### src/sv/utf8e_pkg.sv
package utf8e_pkg;

   localparam int LENGTH_BITS = 16;
   localparam int BYTE_W      = 8;
   localparam int CAP_W       = 16;
   localparam int CSR_IDX_W   = 1;
   localparam int CSR_DATA_W  = 16;
   localparam int UNIT_MAX    = 6;
   localparam int UNIT_IDX_W  = $clog2(UNIT_MAX);
   localparam int PEND_DEPTH  = 3;

   localparam logic [CSR_IDX_W-1:0] CSR_ESCAPE_MODE = 1'd0;
   localparam logic [CSR_IDX_W-1:0] CSR_CAPACITY    = 1'd1;

   localparam logic [CAP_W-1:0] CAPACITY_RESET = 16'd4096;

   // unit that the datapath loads into its emit buffer
   typedef enum logic [1:0] {
      UNIT_SEQ,
      UNIT_REP,
      UNIT_ESC
   } utf8e_unit_sel_type;

   typedef struct packed {
      logic               take;
      logic               pend_clear;
      logic               pend_push;
      logic               flush_start;
      logic               flush_dec;
      logic               load_unit;
      utf8e_unit_sel_type unit_sel;
      logic               set_stop;
      logic               emit_byte;
      logic               emit_end;
   } utf8e_cmd_type;

   typedef struct packed {
      logic in_valid;
      logic last;
      logic stop;
      logic pcnt_zero;
      logic cont;
      logic complete;
      logic zero_byte;
      logic ascii;
      logic lead;
      logic fits;
      logic unit_last;
      logic flush_zero;
      logic out_free;
   } utf8e_stat_type;

endpackage

### src/sv/utf8e_if.sv
interface utf8e_req_if;
   import utf8e_pkg::*;
   logic              valid;
   logic              ready;
   logic [BYTE_W-1:0] in_byte;
   logic              last;
   modport source (output valid, output in_byte, output last, input ready);
   modport sink   (input valid, input in_byte, input last, output ready);
endinterface

interface utf8e_rsp_if;
   import utf8e_pkg::*;
   logic                   valid;
   logic                   ready;
   logic [BYTE_W-1:0]      out_byte;
   logic                   is_end;
   logic [LENGTH_BITS-1:0] total_length;
   modport source (output valid, output out_byte, output is_end, output total_length,
                   input ready);
   modport sink   (input valid, input out_byte, input is_end, input total_length,
                   output ready);
endinterface

### src/sv/utf8_sanitizing_json_escaper.sv
// channel | dir | handshake          | payload
// req_ch  | in  | valid / ready      | in_byte[7:0], last
// rsp_ch  | out | valid / ready      | out_byte[7:0], is_end, total_length[15:0]
// csr_*   | in  | csr_we, no ready   | csr_index[0] (0 escape_mode, 1 capacity), csr_wdata[15:0]
//
// One source byte at a time: ready is high only while the controller is idle.
// A byte runs through IDLE, DECIDE, FRESH (skipped when it completes a held sequence),
// CHECK, EMIT once per unit byte and POST; a new lead or continuation that is only held,
// or an ignored byte, goes to POST without emitting; a flush loads one replacement per held byte.
// The emit loop (one output beat per cycle while rsp_ch is not stalled) sets the rate.
// Reset (synchronous, active high) clears control state and sets capacity 4096.
// A stalled rsp_ch holds the emit loop; the output register keeps one beat.
module utf8_sanitizing_json_escaper (
   input  logic                              clock,
   input  logic                              reset,
   utf8e_req_if.sink                         req_ch,
   utf8e_rsp_if.source                       rsp_ch,
   input  logic                              csr_we,
   input  logic [utf8e_pkg::CSR_IDX_W-1:0]   csr_index,
   input  logic [utf8e_pkg::CSR_DATA_W-1:0]  csr_wdata
);
   import utf8e_pkg::*;

   utf8e_cmd_type  cmd;    // controller -> datapath
   utf8e_stat_type stat;   // datapath -> controller

   // input beat taken only in the idle state
   assign req_ch.ready = cmd.take;

   utf8e_ctrl u_ctrl (
      .clock (clock),
      .reset (reset),
      .stat  (stat),
      .cmd   (cmd)
   );

   // datapath: pending bytes, unit buffer, counters, output register, config
   utf8e_dp u_dp (
      .clock      (clock),
      .reset      (reset),
      .cmd        (cmd),
      .stat       (stat),
      .in_valid   (req_ch.valid),
      .in_byte    (req_ch.in_byte),
      .in_last    (req_ch.last),
      .out_valid  (rsp_ch.valid),
      .out_ready  (rsp_ch.ready),
      .out_byte   (rsp_ch.out_byte),
      .out_is_end (rsp_ch.is_end),
      .out_total  (rsp_ch.total_length),
      .csr_we     (csr_we),
      .csr_index  (csr_index),
      .csr_wdata  (csr_wdata)
   );

endmodule

### src/sv/utf8e_dp.sv
module utf8e_dp (
   input  logic                                   clock,
   input  logic                                   reset,
   input  utf8e_pkg::utf8e_cmd_type               cmd,
   output utf8e_pkg::utf8e_stat_type              stat,
   input  logic                                   in_valid,
   input  logic [utf8e_pkg::BYTE_W-1:0]           in_byte,
   input  logic                                   in_last,
   output logic                                   out_valid,
   input  logic                                   out_ready,
   output logic [utf8e_pkg::BYTE_W-1:0]           out_byte,
   output logic                                   out_is_end,
   output logic [utf8e_pkg::LENGTH_BITS-1:0]      out_total,
   input  logic                                   csr_we,
   input  logic [utf8e_pkg::CSR_IDX_W-1:0]        csr_index,
   input  logic [utf8e_pkg::CSR_DATA_W-1:0]       csr_wdata
);
   import utf8e_pkg::*;

   localparam int CMP_W = LENGTH_BITS + 1;

   logic                   mode_ff, mode_in;
   logic [CAP_W-1:0]       cap_ff, cap_in;
   logic [BYTE_W-1:0]      byte_ff;
   logic                   last_ff;
   logic [BYTE_W-1:0]      pend_ff [PEND_DEPTH];
   logic [1:0]             pcnt_ff, pcnt_in;
   logic [LENGTH_BITS-1:0] wcnt_ff, wcnt_in;
   logic                   stop_ff, stop_in;
   logic [1:0]             flush_ff, flush_in;
   logic [BYTE_W-1:0]      unit_ff [UNIT_MAX];
   logic [2:0]             ulen_ff;
   logic [UNIT_IDX_W-1:0]  uidx_ff;
   logic                   out_valid_ff, out_valid_in;
   logic [BYTE_W-1:0]      out_byte_ff;
   logic                   out_end_ff;
   logic [LENGTH_BITS-1:0] out_len_ff;

   logic                   accept;
   logic [BYTE_W-1:0]      esc_bytes [UNIT_MAX];
   logic [2:0]             esc_len;
   logic [BYTE_W-1:0]      seq_bytes [UNIT_MAX];
   logic [BYTE_W-1:0]      ld_bytes  [UNIT_MAX];
   logic [2:0]             ld_len;

   function automatic logic [2:0] lead_len(input logic [BYTE_W-1:0] b);
      if (b >= 8'hC2 && b <= 8'hDF) return 3'd2;
      if (b >= 8'hE0 && b <= 8'hEF) return 3'd3;
      if (b >= 8'hF0 && b <= 8'hF4) return 3'd4;
      return 3'd0;
   endfunction

   // second byte bounds tighten for E0, ED, F0 and F4 leads
   function automatic logic continues(input logic [BYTE_W-1:0] lead, input logic [1:0] pos,
                                      input logic [BYTE_W-1:0] b);
      logic [BYTE_W-1:0] lo;
      logic [BYTE_W-1:0] hi;
      lo = 8'h80;
      hi = 8'hBF;
      if (pos == 2'd1) begin
         if (lead == 8'hE0)      lo = 8'hA0;
         else if (lead == 8'hED) hi = 8'h9F;
         else if (lead == 8'hF0) lo = 8'h90;
         else if (lead == 8'hF4) hi = 8'h8F;
      end
      return (b >= lo) && (b <= hi);
   endfunction

   function automatic logic [BYTE_W-1:0] hex_digit(input logic [3:0] v);
      return (v < 4'd10) ? (8'h30 + {4'h0, v}) : (8'h57 + {4'h0, v});
   endfunction

   assign accept = cmd.take & in_valid;

   // escape unit for an ASCII byte
   always_comb begin
      esc_bytes = '{default: '0};
      esc_bytes[0] = 8'h5C;
      esc_len = 3'd2;
      if (mode_ff) begin
         esc_bytes[0] = byte_ff;
         esc_len = 3'd1;
      end else if (byte_ff == 8'h22 || byte_ff == 8'h5C) begin
         esc_bytes[1] = byte_ff;
      end else if (byte_ff == 8'h0A) begin
         esc_bytes[1] = 8'h6E;
      end else if (byte_ff == 8'h0D) begin
         esc_bytes[1] = 8'h72;
      end else if (byte_ff == 8'h09) begin
         esc_bytes[1] = 8'h74;
      end else if (byte_ff < 8'h20) begin
         esc_bytes[1] = 8'h75;
         esc_bytes[2] = 8'h30;
         esc_bytes[3] = 8'h30;
         esc_bytes[4] = hex_digit(byte_ff[7:4]);
         esc_bytes[5] = hex_digit(byte_ff[3:0]);
         esc_len = 3'd6;
      end else begin
         esc_bytes[0] = byte_ff;
         esc_len = 3'd1;
      end
   end

   // held bytes followed by the completing byte
   always_comb begin
      seq_bytes = '{default: '0};
      seq_bytes[0] = pend_ff[0];
      seq_bytes[1] = (pcnt_ff == 2'd1) ? byte_ff : pend_ff[1];
      seq_bytes[2] = (pcnt_ff == 2'd2) ? byte_ff : pend_ff[2];
      seq_bytes[3] = byte_ff;
   end

   always_comb begin
      ld_bytes = '{default: '0};
      ld_len = 3'd3;
      case (cmd.unit_sel)
         UNIT_SEQ: begin
            ld_bytes = seq_bytes;
            ld_len = {1'b0, pcnt_ff} + 3'd1;
         end
         UNIT_ESC: begin
            ld_bytes = esc_bytes;
            ld_len = esc_len;
         end
         default: begin
            ld_bytes[0] = 8'hEF;
            ld_bytes[1] = 8'hBF;
            ld_bytes[2] = 8'hBD;
            ld_len = 3'd3;
         end
      endcase
   end

   always_comb begin
      stat.in_valid   = in_valid;
      stat.last       = last_ff;
      stat.stop       = stop_ff;
      stat.pcnt_zero  = (pcnt_ff == 2'd0);
      stat.cont       = continues(pend_ff[0], pcnt_ff, byte_ff);
      stat.complete   = ({1'b0, pcnt_ff} + 3'd1) >= lead_len(pend_ff[0]);
      stat.zero_byte  = (byte_ff == 8'h00);
      stat.ascii      = (byte_ff < 8'h80);
      stat.lead       = (lead_len(byte_ff) != 3'd0);
      // unit fits when written + len <= capacity - 1; capacity zero never fits
      stat.fits       = ({1'b0, wcnt_ff} + CMP_W'(ulen_ff) + CMP_W'(1))
                        <= CMP_W'(cap_ff);
      stat.unit_last  = (uidx_ff == (ulen_ff - 3'd1));
      stat.flush_zero = (flush_ff == 2'd0);
      stat.out_free   = !out_valid_ff || out_ready;
   end

   always_comb begin
      mode_in = mode_ff;
      cap_in = cap_ff;
      if (csr_we) begin
         unique case (csr_index)
            CSR_ESCAPE_MODE: mode_in = csr_wdata[0];
            CSR_CAPACITY:    cap_in  = csr_wdata[CAP_W-1:0];
            default: ;
         endcase
      end

      pcnt_in = pcnt_ff;
      if (cmd.pend_clear || cmd.flush_start || cmd.emit_end) pcnt_in = 2'd0;
      else if (cmd.pend_push) pcnt_in = pcnt_ff + 2'd1;

      flush_in = flush_ff;
      if (cmd.flush_start)    flush_in = pcnt_ff;
      else if (cmd.flush_dec) flush_in = flush_ff - 2'd1;

      stop_in = stop_ff;
      if (cmd.emit_end)      stop_in = 1'b0;
      else if (cmd.set_stop) stop_in = 1'b1;

      wcnt_in = wcnt_ff;
      if (cmd.emit_end)       wcnt_in = '0;
      else if (cmd.emit_byte) wcnt_in = wcnt_ff + LENGTH_BITS'(1);

      out_valid_in = out_valid_ff;
      if (cmd.emit_byte || cmd.emit_end) out_valid_in = 1'b1;
      else if (out_ready)                out_valid_in = 1'b0;
   end

   always_ff @(posedge clock) begin
      if (reset) begin
         mode_ff      <= 1'b0;
         cap_ff       <= CAPACITY_RESET;
         pcnt_ff      <= 2'd0;
         flush_ff     <= 2'd0;
         stop_ff      <= 1'b0;
         wcnt_ff      <= '0;
         out_valid_ff <= 1'b0;
      end else begin
         mode_ff      <= mode_in;
         cap_ff       <= cap_in;
         pcnt_ff      <= pcnt_in;
         flush_ff     <= flush_in;
         stop_ff      <= stop_in;
         wcnt_ff      <= wcnt_in;
         out_valid_ff <= out_valid_in;
      end
   end

   always_ff @(posedge clock) begin
      if (accept) begin
         byte_ff <= in_byte;
         last_ff <= in_last;
      end
      if (cmd.pend_push) pend_ff[pcnt_ff] <= byte_ff;
      if (cmd.load_unit) begin
         unit_ff <= ld_bytes;
         ulen_ff <= ld_len;
         uidx_ff <= '0;
      end else if (cmd.emit_byte) begin
         uidx_ff <= uidx_ff + UNIT_IDX_W'(1);
      end
      if (cmd.emit_byte) begin
         out_byte_ff <= unit_ff[uidx_ff];
         out_end_ff  <= 1'b0;
         out_len_ff  <= wcnt_ff + LENGTH_BITS'(1);
      end else if (cmd.emit_end) begin
         out_byte_ff <= '0;
         out_end_ff  <= 1'b1;
         out_len_ff  <= wcnt_ff;
      end
   end

   assign out_valid  = out_valid_ff;
   assign out_byte   = out_byte_ff;
   assign out_is_end = out_end_ff;
   assign out_total  = out_len_ff;

`ifndef ASSERT_OFF
   a_stop_clears_pend: assert property (@(posedge clock) disable iff (reset)
      stop_ff |-> pcnt_ff == 2'd0)
      else $error("bytes held while output stopped");
   a_emit_counts: assert property (@(posedge clock) disable iff (reset)
      cmd.emit_byte |=> wcnt_ff == LENGTH_BITS'($past(wcnt_ff) + LENGTH_BITS'(1)))
      else $error("written count not advanced by one beat");
   a_emit_lands: assert property (@(posedge clock) disable iff (reset)
      (cmd.emit_byte || cmd.emit_end) |=> out_valid_ff && (out_end_ff == $past(cmd.emit_end)))
      else $error("emitted beat not in output register");
`endif

endmodule

### src/sv/utf8e_ctrl.sv
module utf8e_ctrl (
   input  logic                      clock,
   input  logic                      reset,
   input  utf8e_pkg::utf8e_stat_type stat,
   output utf8e_pkg::utf8e_cmd_type  cmd
);
   import utf8e_pkg::*;

   typedef enum logic [2:0] {
      S_IDLE,
      S_DECIDE,
      S_FRESH,
      S_FLUSH,
      S_CHECK,
      S_EMIT,
      S_POST,
      S_END
   } state_type;

   state_type state_ff, state_in;
   logic      ret_flush_ff, ret_flush_in;   // unit done: back to FLUSH, else POST
   logic      tail_ff, tail_in;             // flush closes the string

   always_comb begin
      cmd = '0;
      cmd.unit_sel = UNIT_REP;
      state_in = state_ff;
      ret_flush_in = ret_flush_ff;
      tail_in = tail_ff;
      unique case (state_ff)
         S_IDLE: begin
            cmd.take = 1'b1;
            if (stat.in_valid) state_in = S_DECIDE;
         end
         S_DECIDE: begin
            if (stat.stop) begin
               cmd.pend_clear = 1'b1;
               state_in = S_POST;
            end else if (stat.pcnt_zero) begin
               state_in = S_FRESH;
            end else if (stat.cont && stat.complete) begin
               cmd.load_unit = 1'b1;
               cmd.unit_sel = UNIT_SEQ;
               cmd.pend_clear = 1'b1;
               ret_flush_in = 1'b0;
               state_in = S_CHECK;
            end else if (stat.cont) begin
               cmd.pend_push = 1'b1;
               state_in = S_POST;
            end else begin
               cmd.flush_start = 1'b1;
               tail_in = 1'b0;
               state_in = S_FLUSH;
            end
         end
         S_FLUSH: begin
            if (stat.flush_zero) begin
               state_in = tail_ff ? S_END : S_FRESH;
            end else begin
               cmd.load_unit = 1'b1;
               cmd.unit_sel = UNIT_REP;
               cmd.flush_dec = 1'b1;
               ret_flush_in = 1'b1;
               state_in = S_CHECK;
            end
         end
         S_FRESH: begin
            ret_flush_in = 1'b0;
            if (stat.stop) begin
               state_in = S_POST;
            end else if (stat.zero_byte) begin
               cmd.set_stop = 1'b1;
               state_in = S_POST;
            end else if (stat.ascii) begin
               cmd.load_unit = 1'b1;
               cmd.unit_sel = UNIT_ESC;
               state_in = S_CHECK;
            end else if (stat.lead) begin
               cmd.pend_push = 1'b1;
               state_in = S_POST;
            end else begin
               cmd.load_unit = 1'b1;
               cmd.unit_sel = UNIT_REP;
               state_in = S_CHECK;
            end
         end
         S_CHECK: begin
            if (stat.stop || !stat.fits) begin
               cmd.set_stop = 1'b1;
               state_in = ret_flush_ff ? S_FLUSH : S_POST;
            end else begin
               state_in = S_EMIT;
            end
         end
         S_EMIT: begin
            if (stat.out_free) begin
               cmd.emit_byte = 1'b1;
               if (stat.unit_last) state_in = ret_flush_ff ? S_FLUSH : S_POST;
            end
         end
         S_POST: begin
            if (!stat.last) begin
               state_in = S_IDLE;
            end else if (!stat.stop && !stat.pcnt_zero) begin
               cmd.flush_start = 1'b1;
               tail_in = 1'b1;
               state_in = S_FLUSH;
            end else begin
               state_in = S_END;
            end
         end
         S_END: begin
            if (stat.out_free) begin
               cmd.emit_end = 1'b1;
               tail_in = 1'b0;
               state_in = S_IDLE;
            end
         end
         default: state_in = S_IDLE;
      endcase
   end

   always_ff @(posedge clock) begin
      if (reset) begin
         state_ff     <= S_IDLE;
         ret_flush_ff <= 1'b0;
         tail_ff      <= 1'b0;
      end else begin
         state_ff     <= state_in;
         ret_flush_ff <= ret_flush_in;
         tail_ff      <= tail_in;
      end
   end

endmodule
### src/flat_wrapper.sv
// flat-port wrapper written by rule: the top's interface ports become plain ports
module utf8_sanitizing_json_escaper_flat import utf8e_pkg::*;
  (clock, reset, csr_we, csr_index, csr_wdata, req_ch_valid, req_ch_in_byte, req_ch_last, req_ch_ready, rsp_ch_valid, rsp_ch_out_byte, rsp_ch_is_end, rsp_ch_total_length, rsp_ch_ready);
  utf8e_req_if req_ch_i ();
  utf8e_rsp_if rsp_ch_i ();
  input  logic clock;
  input  logic reset;
  input  logic csr_we;
  input  logic [utf8e_pkg::CSR_IDX_W-1:0] csr_index;
  input  logic [utf8e_pkg::CSR_DATA_W-1:0] csr_wdata;
  input wire logic [$bits(req_ch_i.valid)-1:0] req_ch_valid;
  input wire logic [$bits(req_ch_i.in_byte)-1:0] req_ch_in_byte;
  input wire logic [$bits(req_ch_i.last)-1:0] req_ch_last;
  output wire logic [$bits(req_ch_i.ready)-1:0] req_ch_ready;
  output wire logic [$bits(rsp_ch_i.valid)-1:0] rsp_ch_valid;
  output wire logic [$bits(rsp_ch_i.out_byte)-1:0] rsp_ch_out_byte;
  output wire logic [$bits(rsp_ch_i.is_end)-1:0] rsp_ch_is_end;
  output wire logic [$bits(rsp_ch_i.total_length)-1:0] rsp_ch_total_length;
  input wire logic [$bits(rsp_ch_i.ready)-1:0] rsp_ch_ready;
  assign req_ch_i.valid = req_ch_valid;
  assign req_ch_i.in_byte = req_ch_in_byte;
  assign req_ch_i.last = req_ch_last;
  assign req_ch_ready = req_ch_i.ready;
  assign rsp_ch_valid = rsp_ch_i.valid;
  assign rsp_ch_out_byte = rsp_ch_i.out_byte;
  assign rsp_ch_is_end = rsp_ch_i.is_end;
  assign rsp_ch_total_length = rsp_ch_i.total_length;
  assign rsp_ch_i.ready = rsp_ch_ready;
  utf8_sanitizing_json_escaper u_core (.clock(clock), .reset(reset), .req_ch(req_ch_i), .rsp_ch(rsp_ch_i), .csr_we(csr_we), .csr_index(csr_index), .csr_wdata(csr_wdata));
endmodule
### config.mk
export PLATFORM = sky130hd
export DESIGN_NAME = utf8_sanitizing_json_escaper_flat
export DESIGN_NICKNAME = d
export VERILOG_FILES = /design/src/sv/utf8e_pkg.sv /design/src/sv/utf8e_if.sv /design/src/sv/utf8_sanitizing_json_escaper.sv /design/src/sv/utf8e_dp.sv /design/src/sv/utf8e_ctrl.sv /design/src/flat_wrapper.sv
export SDC_FILE = /design/constraint.sdc
export NUM_CORES = 1
export LEC_CHECK = 0
export ABC_CLOCK_PERIOD_IN_PS = 5200
export BUFFER_PORTS_ARGS = -buffer_cell sky130_fd_sc_hd__clkbuf_2
export CAP_MARGIN = 20
export CORE_MARGIN = 8
export CORE_UTILIZATION = 52
export DETAILED_ROUTE_END_ITERATION = 16
export GPL_TIMING_DRIVEN = 0
export HOLD_SLACK_MARGIN = 0.03
export PLACE_DENSITY = 0.78
export SLEW_MARGIN = 10
export SYNTH_ARGS = -nofsm -noshare
export SYNTH_HDL_FRONTEND = slang
export SYNTH_SLANG_ARGS = --single-unit
### constraint.sdc
create_clock -name clock -period 5.2 [get_ports clock]
set_input_delay 1.56 -clock clock [delete_from_list [all_inputs] [get_ports clock]]
set_output_delay 1.56 -clock clock [all_outputs]
set_load 0.005 [all_outputs]
==> metrics.csv <==
metric,value,unit
first-pass GRT wire length,27.48,mm
post-DP HPWL,12.11,mm
Ys Warns,0,
LEAKAGE,3.443,nW
crit-path cells,ha_1 -> buf_1 -> nand3b_1 -> nor3_1 -> ha_1 -> nand4bb_1 -> a21boi_0 -> o2111ai_2 -> or3_1 -> buf_4 -> inv_2 -> or3_4,
synthesized area,7931,um^2
Final Wtd Congestion,0.9045,
fillcell total,1262,
# DRC,0,
worst-skew pair later-pin latency,0.43,ns
# Post-CTS Setup Buffers,0,
Slowest Stage Delay on Critical Path,0.57,ns
layout cells sized above 1,16.20,%
Crit Path Max Fanout,52,
final setup violation count,0,
Final Hold Fails,0,
outcome,finished clean,
worst setup slack after layout,1.069,ns
Mapped Cells,723,
Final period util,79.45,%
ys async rst share,0,%
"Seq/Total Area, Yosys",52.25,%
Overflow after GRT,0,
hold buffers post-CTS,0,
pwr dens,313.8,nW/um^2
"EDFF count, synth",106,
measured slew at the worst slew-check pin,0.7764,ns
final instance area,9032,um^2
antenna cells,0,
synthesized flop and latch total,154,
post-layout min period,4.131,ns
Routed Antenna Nets,0,
Root Buffer,clkbuf_16,
Resized cells post-CTS,0,
Initial DRC Count,387,
CTS tree,done,
synth unique cells,73,
DRT Pass-1 Iters,5,
CP Data Arrival Time,4.19,ns
cts bufs inserted,17,
Slew headroom,48.13,%
Top Ports,58,
CP Class,register to register,
Fin Hold WS,0.4549,ns
Vias,5554,
antenna violations before repair,0,
skew final,0.006661,ns
gr usage total,17.78,%
"Reg clk slew, reported paths",0.06,ns
H-tree levels,4,
setup TNS,0,ns
Multi-input gate area,3438,um^2
Main synth FF type,edfxtp_1,
core area,15030,um^2
Die Area,19460,um^2
hold crit path type,register to register,
row count,45,
DR vias/cell,5.537,
Longest Clk Path Bufs,2,
fin nets,876,
Initial Utilization,52.76,%
total of max-cap violations,0,
area grow syn2layout,13.88,%
"Buf+Inv Stages, Crit Path",3,
Critical Path Start Type,register,
"delay-heaviest family, CP",simple AND/OR/NAND/NOR gates,
max frequency,242.1,MHz
Routed Wire Length,16.61,mm
Placed Instances,971,
"Req. time, crit path",5.26,ns
"most used cell, CP",ha_1,
FF/Latch Area,4144,um^2
DP Area,8469,um^2
Overall Power,2.835,mW
Die Ht,139.5,um
vias in the first global route,5493,
CP Capture Type,register,
# clock sinks,154,
Post-Layout Cell Count,1003,
RSZ-0062 raised after global routing,false,
die width,139.5,um
Mapped Avg Cell Area,10.97,um^2
Placement Setup Slack,1.117,ns
routed len/inst,16.56,um
worst ir drop on vdd,0.0002138,V
largest net degree at the start of global routing,53,
Final Util,60.08,%
Slew Limit Fails,0,
I/O Buffers,56,
Critical-path top delay cell,or3_4,
## cell usage after synthesis, drive strengths merged (3+ instances only)
master | number | share of area [%]
clkbuf | 20 | 0.95
nand4b | 3 | 0.33
a22oi | 3 | 0.28
nor2 | 45 | 2.4
buf | 16 | 1.5
mux2i | 25 | 3.2
xnor2 | 25 | 2.8
ha | 42 | 6.6
inv | 48 | 2.3
o31ai | 3 | 0.35
a21o | 5 | 0.47
nor2b | 27 | 2.1
nand4 | 9 | 0.71
o22a | 3 | 0.33
a211oi | 6 | 0.63
mux4 | 8 | 2.3
nor4 | 3 | 0.24
nor3 | 15 | 1.1
xor2 | 13 | 1.4
o21bai | 3 | 0.43
o21ai | 20 | 1.4
or3 | 4 | 0.38
edfxtp | 106 | 40
nand2b | 7 | 0.55
and4 | 7 | 0.80
o22ai | 7 | 0.55
and3 | 4 | 0.32
nand3 | 19 | 1.3
and2 | 9 | 0.71
o21a | 3 | 0.28
nand2 | 73 | 3.5
nand3b | 5 | 0.47
nor3b | 4 | 0.38
dfxtp | 48 | 12
a21oi | 57 | 3.6
## logic make-up after synthesis
kind of cell,count (synthesis),synth area share [%]
adder cells (fa/ha/maj),43,6.878
other,1,0.04728
XOR/XNOR,38,4.196
multiplexers,34,5.569
buffers and inverters,84,4.685
flip-flops,154,52.25
AO/OA/AOI/OAI,131,10.63
AND/OR/NAND/NOR,238,15.74
## worst min-delay path: stages (launching register included)
cell     delay (ns)
dfxtp_1        0.31
nand2_1        0.05
a21oi_1        0.05
## power breakdown
part	switching [mW]	total, mW	internal (mW)
sequential	0.0292	1.37	1.34
combinational	0.169	0.295	0.126
clock	0.477	1.17	0.695
total	0.675	2.83	2.16
## metal layers
metal | vias up | GRT usage (%) | share of wire, %
li1 | 2752 | - | -
met1 | 2631 | 22.39 | 46
met2 | 141 | 29.09 | 48
met3 | 30 | 4.309 | 4.8
met4 | 0 | 6.701 | 1.8
met5 | - | 0 | 0
## area by class of cell
cell class | count | area share [%]
Clock inverter | 11 | 1.011
Tap cell | 188 | 2.604
Multi-Input combinational cell | 489 | 38.07
Timing Repair Buffer | 56 | 3.103
Buffer | 36 | 2.119
Inverter | 48 | 1.995
Clock buffer | 21 | 5.222
Sequential cell | 154 | 45.88
## cells in the final DEF (no fill, tap or decap), types with 22 or more instances in the layout
| cell | count |
|---|---|
| clkbuf_1 | 22 |
| xnor2_1 | 25 |
| nor2_1 | 41 |
| a21oi_1 | 57 |
| dfxtp_1 | 48 |
| ha_1 | 42 |
| edfxtp_1 | 106 |
| nor2b_1 | 26 |
| inv_1 | 46 |
| clkbuf_2 | 56 |
| mux2i_1 | 25 |
| nand2_1 | 73 |
## final timing paths
| check | to | from | cells past startpoint | slack, ns |
|---|---|---|---|---|
| worst max register to register | u_core.u_dp.unit_ff[30] | u_core.u_dp.pcnt_ff[0] | 12 | 1.07 |
| worst max-delay path | u_core.u_dp.unit_ff[30] | u_core.u_dp.pcnt_ff[0] | 12 | 1.07 |
| worst min register to register | u_core.u_dp.cap_ff[4] | u_core.u_dp.cap_ff[4] | 2 | 0.45 |
| worst min-delay path | u_core.u_dp.cap_ff[4] | u_core.u_dp.cap_ff[4] | 2 | 0.45 |
## flip-flops by register name (all words and copies together), names as in the netlist, 8 cells and up
signal                 count
u_core.u_dp.byte_ff        8
u_core.u_dp.cap_ff        16
u_core.u_dp.out_byte       8
u_core.u_dp.out_total     16
u_core.u_dp.pend_ff       24
u_core.u_dp.unit_ff       46
u_core.u_dp.wcnt_ff       16
Power figures use the tool's default switching activity.
